`src/rtl/core/ats_pkg.sv`:
```
// Shared types, widths and codes for the bilinear atlas texel sampler.
// Depends on nothing; every other file in rtl/core refers to it by scoped names.
package ats_pkg;

   // Atlas geometry
   localparam int IDX_BITS       = 8;
   localparam int MAX_RES        = 1 << IDX_BITS;
   localparam int RES_BITS       = IDX_BITS + 1;
   localparam logic [RES_BITS-1:0] RES_RESET = RES_BITS'(MAX_RES);

   // Texel format: three channels packed red, green, blue from the top
   localparam int CHAN_BITS      = 16;
   localparam int NUM_CHANNELS   = 3;
   localparam int TEXEL_BITS     = NUM_CHANNELS * CHAN_BITS;

   // Four banks split by column and row parity, each a quarter of the atlas
   localparam int NUM_BANKS      = 4;
   localparam int BANK_SEL_BITS  = 2;
   localparam int BANK_ADDR_BITS = 2 * (IDX_BITS - 1);
   localparam int BANK_DEPTH     = 1 << BANK_ADDR_BITS;

   // Coordinate formats
   localparam int CHART_BITS     = 16;                        // Q8.8
   localparam int COORD_BITS     = 17;                        // Q1.16, up to 1.0 and beyond
   localparam int UV_FRAC_BITS   = 16;
   localparam int PROD_BITS      = CHART_BITS + COORD_BITS;
   localparam int OFFS_BITS      = PROD_BITS - UV_FRAC_BITS;  // Q.8 offset into chart
   localparam int FRAC_BITS      = 8;
   localparam int POS_BITS       = OFFS_BITS + 1;
   localparam int CELL_BITS      = POS_BITS - FRAC_BITS;
   localparam int HALF_TEXEL     = 1 << (FRAC_BITS - 1);
   localparam int WEIGHT_BITS    = FRAC_BITS + 1;
   localparam int ONE_WEIGHT     = 1 << FRAC_BITS;

   // Transaction function codes
   localparam logic FUNC_WRITE   = 1'b0;
   localparam logic FUNC_SAMPLE  = 1'b1;

   // Neighbor pair along one axis, already clamped, plus blend fraction
   typedef struct packed {
      logic [IDX_BITS-1:0]  lo;
      logic [IDX_BITS-1:0]  hi;
      logic [FRAC_BITS-1:0] frac;
   } axis_type;

endpackage

```
`src/rtl/core/ats_locate.sv`:
```
// Maps one axis of a sample to its two clamped neighbor indices and fraction.
// Depends on ats_pkg.
module ats_locate (
   input  logic [ats_pkg::CHART_BITS-1:0] origin,
   input  logic [ats_pkg::OFFS_BITS-1:0]  offset,
   input  logic [ats_pkg::RES_BITS-1:0]   res,
   output ats_pkg::axis_type              axis
);

   logic [ats_pkg::POS_BITS-1:0]  pos;
   logic [ats_pkg::CELL_BITS-1:0] whole;
   logic [ats_pkg::CELL_BITS-1:0] res_ext;
   logic [ats_pkg::IDX_BITS-1:0]  last;

   // pos is the texel-center coordinate shifted up by one texel, never negative
   assign pos     = ats_pkg::POS_BITS'(origin) + ats_pkg::POS_BITS'(offset)
                  + ats_pkg::POS_BITS'(ats_pkg::HALF_TEXEL);
   assign whole   = pos[ats_pkg::POS_BITS-1:ats_pkg::FRAC_BITS];
   assign res_ext = ats_pkg::CELL_BITS'(res);
   assign last    = ats_pkg::IDX_BITS'(res - ats_pkg::RES_BITS'(1));

   always_comb begin
      axis.frac = pos[ats_pkg::FRAC_BITS-1:0];
      // floor is whole - 1; clamp it below at zero and above at the last texel
      if (whole == '0) begin
         axis.lo = '0;
      end else if (whole > res_ext) begin
         axis.lo = last;
      end else begin
         axis.lo = ats_pkg::IDX_BITS'(whole - ats_pkg::CELL_BITS'(1));
      end
      if (whole >= res_ext) begin
         axis.hi = last;
      end else begin
         axis.hi = ats_pkg::IDX_BITS'(whole);
      end
   end

endmodule

```
`config.mk`:
```
export PLATFORM = sky130hd
export DESIGN_NAME = ats_locate
export DESIGN_NICKNAME = d
export VERILOG_FILES = /design/src/rtl/core/ats_pkg.sv /design/src/rtl/core/ats_locate.sv
export SDC_FILE = /design/constraint.sdc
export NUM_CORES = 1
export LEC_CHECK = 0
export ABC_AREA = 1
export BUFFER_PORTS_ARGS = -buffer_cell sky130_fd_sc_hd__buf_4
export CORE_MARGIN = 2
export CORE_UTILIZATION = 45
export DETAILED_ROUTE_END_ITERATION = 6
export GPL_TIMING_DRIVEN = 0
export PLACE_DENSITY_LB_ADDON = 0.1
export SETUP_SLACK_MARGIN = 0.5
export SLEW_MARGIN = 10
export SYNTH_ARGS = -nofsm -noshare
export SYNTH_HDL_FRONTEND = slang
export SYNTH_SLANG_ARGS = --single-unit
```
`constraint.sdc`:
```
create_clock -name vclk -period 4
set_input_delay 0.6 -clock vclk [all_inputs]
set_output_delay 0.6 -clock vclk [all_outputs]
set_load 0.03 [all_outputs]
```
==> flow_metrics.env <==
export IMPL_hold_depth=3
export IMPL_synthesis_area_um2=2039
export IMPL_clockPowerShare=0
export IMPL_grt_antenna_before_repair=0
export IMPL_synth_nets=447
export IMPL_layout_nets=547
export IMPL_maxSlewViolCount=0
export IMPL_cts_hold_fix_buffers=0
export IMPL_first_pass_iters=6
export IMPL_place_congestion=0.9122
export IMPL_slew_headroom=0.6739
export IMPL_switching_share=0.5701
export IMPL_timing_final_crit_share=1.089
export IMPL_critPathKind="input pin to primary output"
export IMPL_dieWidth_um=71.32
export IMPL_grt_pass1_vias=2711
export IMPL_tightest_slew_ns=0.4874
export IMPL_power_density_nw_per_um2=361.6
export IMPL_violations="negative setup slack"
export IMPL_synth_common_cells="113 x nand2_1, 65 x inv_1, 44 x ha_1, 28 x nand3_1, 23 x nor2_1"
export IMPL_p_int_uw=593.7
export IMPL_cp_required_ns=3.40
export IMPL_finalNonFillerCells=510
export IMPL_antenna_left=0
export IMPL_syn_to_final_growth_pct=87.30
export IMPL_grt_pass1_wl_um=11760
export IMPL_nClkBuffers=0
export IMPL_end_kind="primary output"
export IMPL_insertedDiodeCount=0
export IMPL_synth_most_common_cell="nand2_1"
export IMPL_power_leakage_uw=0.001912
export IMPL_start_util=0.4684
export IMPL_cp_max_fo=5
export IMPL_yosysTopAreaCell="ha_1"
export IMPL_wl_um=8340
export IMPL_cap_violations=0
export IMPL_post_drt_wl_per_cell_um=16.35
export IMPL_p_switching_uw=787.4
export IMPL_initialDrtViolationCount=174
export IMPL_synth_top_cells_by_area="ha_1 27%, nand2_1 21%, inv_1 12%, nand3_1 6.9%, xor2_1 4.3%"
export IMPL_synth_top_cell_area_share=0.2699
export IMPL_startpoint_type="input pin"
export IMPL_ys_seq_area_frac=0
export IMPL_hold_class="input pin to primary output"
export IMPL_cp_arrival_ns=3.76
export IMPL_drive_gt1_frac=0.5328
export IMPL_viasPerCell=5.678
export IMPL_power_frac_comb=1.000
export IMPL_hold_viol_final=0
export IMPL_hold_slack_ns=1.552
export IMPL_num_io_pins=66
export IMPL_dp_hpwl_um=4927
export IMPL_grt_max_degree=9
export IMPL_port_buffers=66
export IMPL_p_seq_frac=0
export IMPL_synth_distinct_cells=29
export IMPL_outcome="finished, violations left"
export IMPL_synth_cells=360
export IMPL_fin_tns_setup_ns=-4.510
export IMPL_dp_cells=478
export IMPL_drc_errors=0
export IMPL_design_seq_count=0
export IMPL_core_area_um2=4354
export IMPL_setup_ws_ns=-0.3562
export IMPL_fmax_mhz=229.6
export IMPL_ir_worst_vdd_mv=0.2027
export IMPL_seq_area_um2=0
export IMPL_fp_dieH_um=71.32
export IMPL_grt_overflow_total=0
export IMPL_finalSetupViolCount=16
export IMPL_dieArea_um2=5087
export IMPL_via_count=2896
export IMPL_rows=24
export IMPL_grt_usage=0.2769
export IMPL_ys_warn_count=0
export IMPL_hold_path_endpoint="axis[0]"
export IMPL_hold_start="origin[0]"
export IMPL_syn_avg_cell_area_um2=5.665
export IMPL_layout_min_cycle_time_ns=4.356
export IMPL_rsz0062_at_grt="yes"
placed cells by master (no fill, tap or decap), types with 9 or more instances in the layout:
| cell | n |
|---|---|
| buf_4 | 76 |
| nand2_1 | 68 |
| inv_1 | 52 |
| nand2_2 | 37 |
| ha_4 | 27 |
| buf_6 | 20 |
| nand3_1 | 18 |
| ha_1 | 16 |
| nand2_4 | 15 |
| nor2_1 | 14 |
| nand3_2 | 11 |
| nand4_1 | 10 |
| inv_2 | 10 |
| xor2_1 | 10 |
| nor2_4 | 9 |
power groups by stage:
stage / Combinational, µW / Clock (µW) / Sequential [µW]
after detailed placement: 935 / 0 / 0
after floorplan: 687 / 0 / 0
final: 1380 / 0 / 0
after global routing: 1460 / 0 / 0
after CTS: 1220 / 0 / 0
after global placement: 921 / 0 / 0
cell type report:
class | instances | area (µm²)
multi-input combinational | 292 | 2628
buffer | 1 | 15.01
tap | 52 | 65.06
timing repair buffer | 98 | 843.3
inverter | 67 | 269.0
fill | 229 | 534.3
critical path: stages:
cell,delay (ns)
buf_6,0.10
ha_4,0.23
ha_4,0.17
fa_2,0.35
buf_4,0.16
nand3_2,0.09
nand3_1,0.10
nand2_1,0.09
nand2_2,0.09
ha_4,0.28
nand2_2,0.07
nor2_1,0.12
o21ai_1,0.08
inv_1,0.06
o21bai_1,0.07
nand2_1,0.12
nand2_2,0.08
nand2_2,0.08
nand2_4,0.10
buf_12,0.15
buf_16,0.13
o211ai_1,0.21
inv_2,0.06
buf_6,0.14
what timing repair did:
item,in CTS,in global routing
cloned,1,0
pin swaps,41,23
endpoints found under the setup margin,16,16
gates resized for setup,104,45
setup buffers,22,9
cells by family after synthesis:
logic type / count (synthesis) / share of synthesized area
AOI/OAI and AO/OA: 36 / 0.09755
xor gates and xnor gates: 13 / 0.05951
adders and majority gates: 45 / 0.2798
buffers and inverters: 68 / 0.1288
and+or+nand+nor: 198 / 0.4344
through the flow:
step | power [µW] | worst slack (ns) | cell area [µm²] | utilization
floorplan | 687.1 | 0.02684 | 2275 | -
global placement | 920.6 | -0.7985 | 2835 | 0.6511
detailed placement | 935.3 | -0.8459 | 2835 | 0.6511
CTS | 1219 | -0.1993 | 3541 | 0.8132
global route | 1462 | -0.4821 | 3820 | 0.8773
finish | 1381 | -0.3562 | 3820 | 0.8773
worst max path at each step:
| stage | from | end | slack [ns] | depth (start not counted) |
|---|---|---|---|---|
| 6_report | origin[1] | axis[17] | -0.36 | 24 |
| 5_1_grt | offset[7] | axis[17] | -0.48 | 28 |
| 4_1_cts | origin[1] | axis[13] | -0.20 | 20 |
| 3_5_place_dp | offset[8] | axis[20] | -0.85 | 21 |
| 3_3_place_gp | offset[8] | axis[20] | -0.80 | 21 |
| 2_1_floorplan | offset[1] | axis[22] | 0.03 | 22 |
metal layers:
layer | part of all wire | routed length, µm | vias up | global-route usage
met5 | 0 | 0 | - | 0
met2 | 0.54 | 4521 | 161 | 0.5340
met4 | 0.040 | 336 | 0 | 0.09015
met3 | 0.056 | 470 | 36 | 0.01406
li1 | - | - | 1359 | -
met1 | 0.36 | 3011 | 1340 | 0.3223
No activity file was read; power rests on OpenSTA's default activity.
