**src/rtl/core/ats_pkg.sv**
```systemverilog
// Shared types, widths and codes for the bilinear atlas texel sampler.
// Depends on nothing; every other file in rtl/core refers to it by scoped names.
package ats_pkg;

   // Atlas geometry
   localparam int IDX_BITS       = 8;
   localparam int MAX_RES        = 1 << IDX_BITS;
   localparam int RES_BITS       = IDX_BITS + 1;
   localparam logic [RES_BITS-1:0] RES_RESET = RES_BITS'(MAX_RES);

   // Texel format: three channels packed red, green, blue from the top
   localparam int CHAN_BITS      = 16;
   localparam int NUM_CHANNELS   = 3;
   localparam int TEXEL_BITS     = NUM_CHANNELS * CHAN_BITS;

   // Four banks split by column and row parity, each a quarter of the atlas
   localparam int NUM_BANKS      = 4;
   localparam int BANK_SEL_BITS  = 2;
   localparam int BANK_ADDR_BITS = 2 * (IDX_BITS - 1);
   localparam int BANK_DEPTH     = 1 << BANK_ADDR_BITS;

   // Coordinate formats
   localparam int CHART_BITS     = 16;                        // Q8.8
   localparam int COORD_BITS     = 17;                        // Q1.16, up to 1.0 and beyond
   localparam int UV_FRAC_BITS   = 16;
   localparam int PROD_BITS      = CHART_BITS + COORD_BITS;
   localparam int OFFS_BITS      = PROD_BITS - UV_FRAC_BITS;  // Q.8 offset into chart
   localparam int FRAC_BITS      = 8;
   localparam int POS_BITS       = OFFS_BITS + 1;
   localparam int CELL_BITS      = POS_BITS - FRAC_BITS;
   localparam int HALF_TEXEL     = 1 << (FRAC_BITS - 1);
   localparam int WEIGHT_BITS    = FRAC_BITS + 1;
   localparam int ONE_WEIGHT     = 1 << FRAC_BITS;

   // Transaction function codes
   localparam logic FUNC_WRITE   = 1'b0;
   localparam logic FUNC_SAMPLE  = 1'b1;

   // Neighbor pair along one axis, already clamped, plus blend fraction
   typedef struct packed {
      logic [IDX_BITS-1:0]  lo;
      logic [IDX_BITS-1:0]  hi;
      logic [FRAC_BITS-1:0] frac;
   } axis_type;

endpackage

```
**src/rtl/core/ats_blend.sv**
```systemverilog
// Two-stage bilinear blend of one channel: horizontal lerps, then vertical.
// Depends on ats_pkg.
module ats_blend (
   input  logic                            clock,
   input  logic                            enable,
   input  logic [ats_pkg::CHAN_BITS-1:0]   c00,
   input  logic [ats_pkg::CHAN_BITS-1:0]   c10,
   input  logic [ats_pkg::CHAN_BITS-1:0]   c01,
   input  logic [ats_pkg::CHAN_BITS-1:0]   c11,
   input  logic [ats_pkg::FRAC_BITS-1:0]   tx,
   input  logic [ats_pkg::FRAC_BITS-1:0]   ty,
   output logic [ats_pkg::CHAN_BITS-1:0]   result
);

   localparam int ROW_BITS = ats_pkg::CHAN_BITS + ats_pkg::WEIGHT_BITS;
   localparam int SUM_BITS = ROW_BITS + ats_pkg::WEIGHT_BITS;
   localparam int SHIFT    = 2 * ats_pkg::FRAC_BITS;
   localparam int TOP      = ats_pkg::CHAN_BITS + SHIFT;

   logic [ats_pkg::WEIGHT_BITS-1:0] wx0;
   logic [ats_pkg::WEIGHT_BITS-1:0] wy0;
   logic [ROW_BITS-1:0]             row_a_in, row_b_in;
   logic [ROW_BITS-1:0]             row_a_ff, row_b_ff;
   logic [ats_pkg::FRAC_BITS-1:0]   ty_ff;
   logic [SUM_BITS-1:0]             sum;
   logic [ats_pkg::CHAN_BITS-1:0]   result_in, result_ff;

   assign wx0      = ats_pkg::WEIGHT_BITS'(ats_pkg::ONE_WEIGHT) - ats_pkg::WEIGHT_BITS'(tx);
   assign row_a_in = ROW_BITS'(c00) * ROW_BITS'(wx0) + ROW_BITS'(c10) * ROW_BITS'(tx);
   assign row_b_in = ROW_BITS'(c01) * ROW_BITS'(wx0) + ROW_BITS'(c11) * ROW_BITS'(tx);

   assign wy0 = ats_pkg::WEIGHT_BITS'(ats_pkg::ONE_WEIGHT) - ats_pkg::WEIGHT_BITS'(ty_ff);
   assign sum = SUM_BITS'(row_a_ff) * SUM_BITS'(wy0) + SUM_BITS'(row_b_ff) * SUM_BITS'(ty_ff);

   // saturate, though weights summing to one keep the value in range
   assign result_in = (|sum[SUM_BITS-1:TOP]) ? '1 : sum[TOP-1:SHIFT];

   always_ff @(posedge clock) begin
      if (enable) begin
         row_a_ff  <= row_a_in;
         row_b_ff  <= row_b_in;
         ty_ff     <= ty;
         result_ff <= result_in;
      end
   end

   assign result = result_ff;

endmodule

```
**config.mk**
```make
export PLATFORM = sky130hd
export DESIGN_NAME = ats_blend
export DESIGN_NICKNAME = d
export VERILOG_FILES = /design/src/rtl/core/ats_pkg.sv /design/src/rtl/core/ats_blend.sv
export SDC_FILE = /design/constraint.sdc
export NUM_CORES = 2
export LEC_CHECK = 0
export BUFFER_PORTS_ARGS = -buffer_cell sky130_fd_sc_hd__buf_4
export CAP_MARGIN = 20
export CORE_ASPECT_RATIO = 1.25
export CORE_MARGIN = 10
export CORE_UTILIZATION = 55
export CTS_BUF_LIST = sky130_fd_sc_hd__clkbuf_8
export DETAILED_ROUTE_END_ITERATION = 10
export PLACE_DENSITY = 0.78
export SLEW_MARGIN = 10
export SYNTH_ARGS = -nofsm -noshare
export SYNTH_HDL_FRONTEND = slang
export SYNTH_SLANG_ARGS = --single-unit
```
**constraint.sdc**
```tcl
create_clock -name clock -period 9.1 [get_ports clock]
set_clock_uncertainty 0.2 [all_clocks]
set_input_delay 0 -clock clock [delete_from_list [all_inputs] [get_ports clock]]
set_output_delay 0 -clock clock [all_outputs]
set_load 0.01 [all_outputs]
```
==> flow_summary_export.csv <==
group,metric,value,unit
global_route,top_usage_layer,"met2",
worst_setup_path,crit_required,9.06,ns
global_route,grt_pass1_wl,132,mm
global_route,use_met3,0.0336,
sta,slew_viol_final,0,
clock_network,clkTransAtPathRegs,0.10,ns
sta,report.final.setup_viol,0,
detailed_routing,drt.antenna.violating_nets,0,
status,violations,"DRC",
worst_setup_path,end_kind,"register",
global_route,met1_usage,0.287,
finish,ff_latch_area,0.00222,mm2
global_route,grt_use_met2,0.416,
worst_setup_path,startpoint_type,"register",
worst_setup_path,critPathLaunch,"ty_ff[0]$_DFFE_PP_",
place,place_ws,1.27,ns
finish,final_nets,4726,
worst_setup_path,critPathKind,"register to register",
min_path,min-delay-start,"c00[0]",
sta,hold_viol_final,0,
sta,layout_min_cycle_time,7.85,ns
synthesis,syn_area,0.0330,mm2
floorplan,floorplan.core_area,0.0596,mm2
clock_network,cts_sinks,74,
status,status,"finished with violations",
detailed_routing,drc,1,
clock_network,cts.htree.levels,3,
floorplan,die_h,294,um
worst_setup_path,reg2reg_from,"ty_ff[0]$_DFFE_PP_",
sta,worst_pin_slew,0.940,ns
detailed_routing,vias,23300,
floorplan,dieArea,0.0703,mm2
synthesis,synth-main-ff-cell,"edfxtp_1",
detailed_routing,drt_wl_total,77.2,mm
clock_network,post_cts_resize_count,0,
sta,setup_tns,0,ns
synthesis,synth_edf_count,74,
worst_setup_path,arrival,7.81,ns
finish,fillers,5113,
worst_setup_path,rrSetupSlack,1.25,ns
place,place_congestion,0.911,
global_route,grtUsageTotal,0.235,
finish,finalCoreUtilization,0.583,
detailed_routing,vias_per_cell,5.33,
synthesis,synth.distinct_cells,71,
synthesis,syn_avg_cell_area,9.19,um2
clock_network,clk_latency,0.42,ns
sta,whs,0.0547,ns
detailed_routing,detail_route.wl_per_cell,17.7,um
clock_network,clock_path_buffers,2,
sta,finalWorstSetupSlack,1.25,ns
worst_setup_path,path_max_fanout,16,
flow_run,cap_violations,0,
floorplan,io_pins,98,
global_route,grt_max_degree,69,
synthesis,synthCells,3592,
floorplan,die_w,239,um
synthesis,yosys_warnings,0,
sta,rsz0062_at_grt,"false",
synthesis,synthArstFlopShare,0,
clock_network,root_buffer,"clkbuf_8",
synthesis,ys_ff_latch,74,
sta,max_freq,127,MHz
sta,max_slew_margin,0.374,
sta,period_share,0.863,
clock_network,cts_hold_buf,13,
finish,multi_input_area,0.0266,mm2
clock_network,post_cts_buffers,0,
place,dp.final_hpwl,65.4,mm
finish,drive_above_1_share,0.0492,
synthesis,yosysSeqAreaShare,0.0673,
detailed_routing,dr.pass1.iters,9,
floorplan,initial_utilization,0.554,
clock_network,cts_inserted_buffers,9,
min_path,hp-class,"input pin to register",
floorplan,row_count,100,
synthesis,syn_nets,4722,
place,io_buffer_count,97,
global_route,antenna_found_initial,1,
clock_network,cts_tree,"built",
finish,areaGrowthSynthToFinish,5.30,%
global_route,overflow,0,
global_route,first_global_vias,26100,
detailed_routing,dr.first_iter.drc_count,1434,
-- sequential cells by signal, indices dropped and copies added (netlist names) --
| signal | count |
|---|---|
| row_b_ff | 25 |
| ty_ff | 8 |
| result | 16 |
| row_a_ff | 25 |
-- per-layer routing --
layer,part of all wire,vias up
li1,-,10300
met1,0.39,11900
met2,0.51,852
met3,0.064,180
met4,0.035,0
met5,0,-
-- critical path: stages, from the launching register on --
cell	delay (ns)
edfxtp_1	0.59
inv_1	0.12
ha_1	0.23
inv_1	0.10
nor4_4	0.70
buf_4	0.32
nand2_1	0.10
fa_1	0.48
fa_1	0.55
inv_1	0.06
fa_1	0.44
fa_1	0.50
fa_1	0.53
fa_1	0.44
ha_1	0.36
a21o_1	0.21
a21o_1	0.17
a21oi_1	0.18
o21ai_1	0.13
a21oi_2	0.20
nand3_2	0.14
a211oi_4	0.65
o2111ai_1	0.18
-- final cells by class --
type                    count  share of cell area
well taps                 765              0.0275
repair buffers            139              0.0310
diodes                      1           0.0000720
clock inverters             7             0.00216
clock buffers               9             0.00356
multi-input cells        2379               0.764
flip-flops and latches     74              0.0639
inverters                 993               0.107
-- final timing paths --
check,endpoint,cells past startpoint
max,result[15]$_SDFFCE_PP1P_,22
min,row_a_ff[1]$_DFFE_PP_,4
max reg2reg,result[15]$_SDFFCE_PP1P_,22
min reg2reg,result[2]$_SDFFCE_PP1P_,7
-- synth_stat cells (2+ instances only) --
cell	count	area share
a31oi_1	4	0.00076
edfxtp_1	74	0.067
nor4_2	2	0.00076
nor4_1	2	0.00038
nand4_1	6	0.0011
nor3_1	11	0.0017
o2111ai_1	2	0.00053
a21oi_1	46	0.0070
or4_1	2	0.00045
or2_2	2	0.00038
o21a_1	5	0.0011
and3_1	3	0.00057
or3_1	4	0.00076
buf_6	3	0.0010
nand2b_1	5	0.00095
ha_1	245	0.093
o22ai_1	2	0.00038
o211a_1	2	0.00061
nand2_1	511	0.058
xor2_1	19	0.0050
o21ai_1	17	0.0026
o21ai_0	22	0.0033
o211ai_1	2	0.00045
o21ai_2	3	0.00080
o22ai_2	3	0.0011
and2_1	482	0.091
nand3_1	9	0.0014
nor2b_1	3	0.00057
clkbuf_1	109	0.012
a211oi_2	3	0.0011
o311ai_1	2	0.00053
a211oi_1	7	0.0016
xnor2_1	53	0.014
o31ai_1	3	0.00068
fa_1	803	0.49
buf_1	33	0.0038
and4_1	4	0.0011
a21o_1	19	0.0043
a21oi_2	3	0.00080
o21bai_1	16	0.0036
inv_1	992	0.11
nor2_1	25	0.0028
-- kinds of logic after synthesis --
kind of cell,after synthesis,share of synthesized area
adders and majority gates,1048,0.580
AOI/OAI and AO/OA,179,0.0384
DFF,74,0.0673
and+or+nand+nor,1079,0.165
buffers and inverters,1139,0.130
xor gates and xnor gates,72,0.0191
muxes,1,0.000303
-- placed cells by master (no fill, tap or decap), types with 4 or more instances in the layout --
master | Yosys | layout
and2_1 | 482 | 482
clkbuf_8 | 0 | 9
nor3_1 | 11 | 10
nand4_1 | 6 | 6
dlygate4sd3_1 | 0 | 13
fa_1 | 803 | 803
xor2_1 | 19 | 16
buf_4 | 0 | 126
nor2_1 | 25 | 25
a31oi_1 | 4 | 4
xnor2_1 | 53 | 48
o21ai_1 | 17 | 17
ha_1 | 245 | 245
xnor2_2 | 0 | 4
a21o_1 | 19 | 19
inv_1 | 992 | 992
a21oi_1 | 46 | 46
a211oi_1 | 7 | 7
o21ai_0 | 22 | 22
nand2b_1 | 5 | 5
or3_1 | 4 | 4
edfxtp_1 | 74 | 74
o21bai_1 | 16 | 16
o21a_1 | 5 | 5
nand2_1 | 511 | 511
and4_1 | 4 | 4
nand3_1 | 9 | 9
-- through the flow --
step                      area (um2)  std cells
after floorplan                33000       3592
after global placement         34400       4337
after detailed placement       34400       4337
after CTS                      34700       4366
after global routing           34800       4367
final                          34800       4367
Power is not shown: default switching activity piles up to over one toggle a cycle in this logic, so the estimate is an artifact.
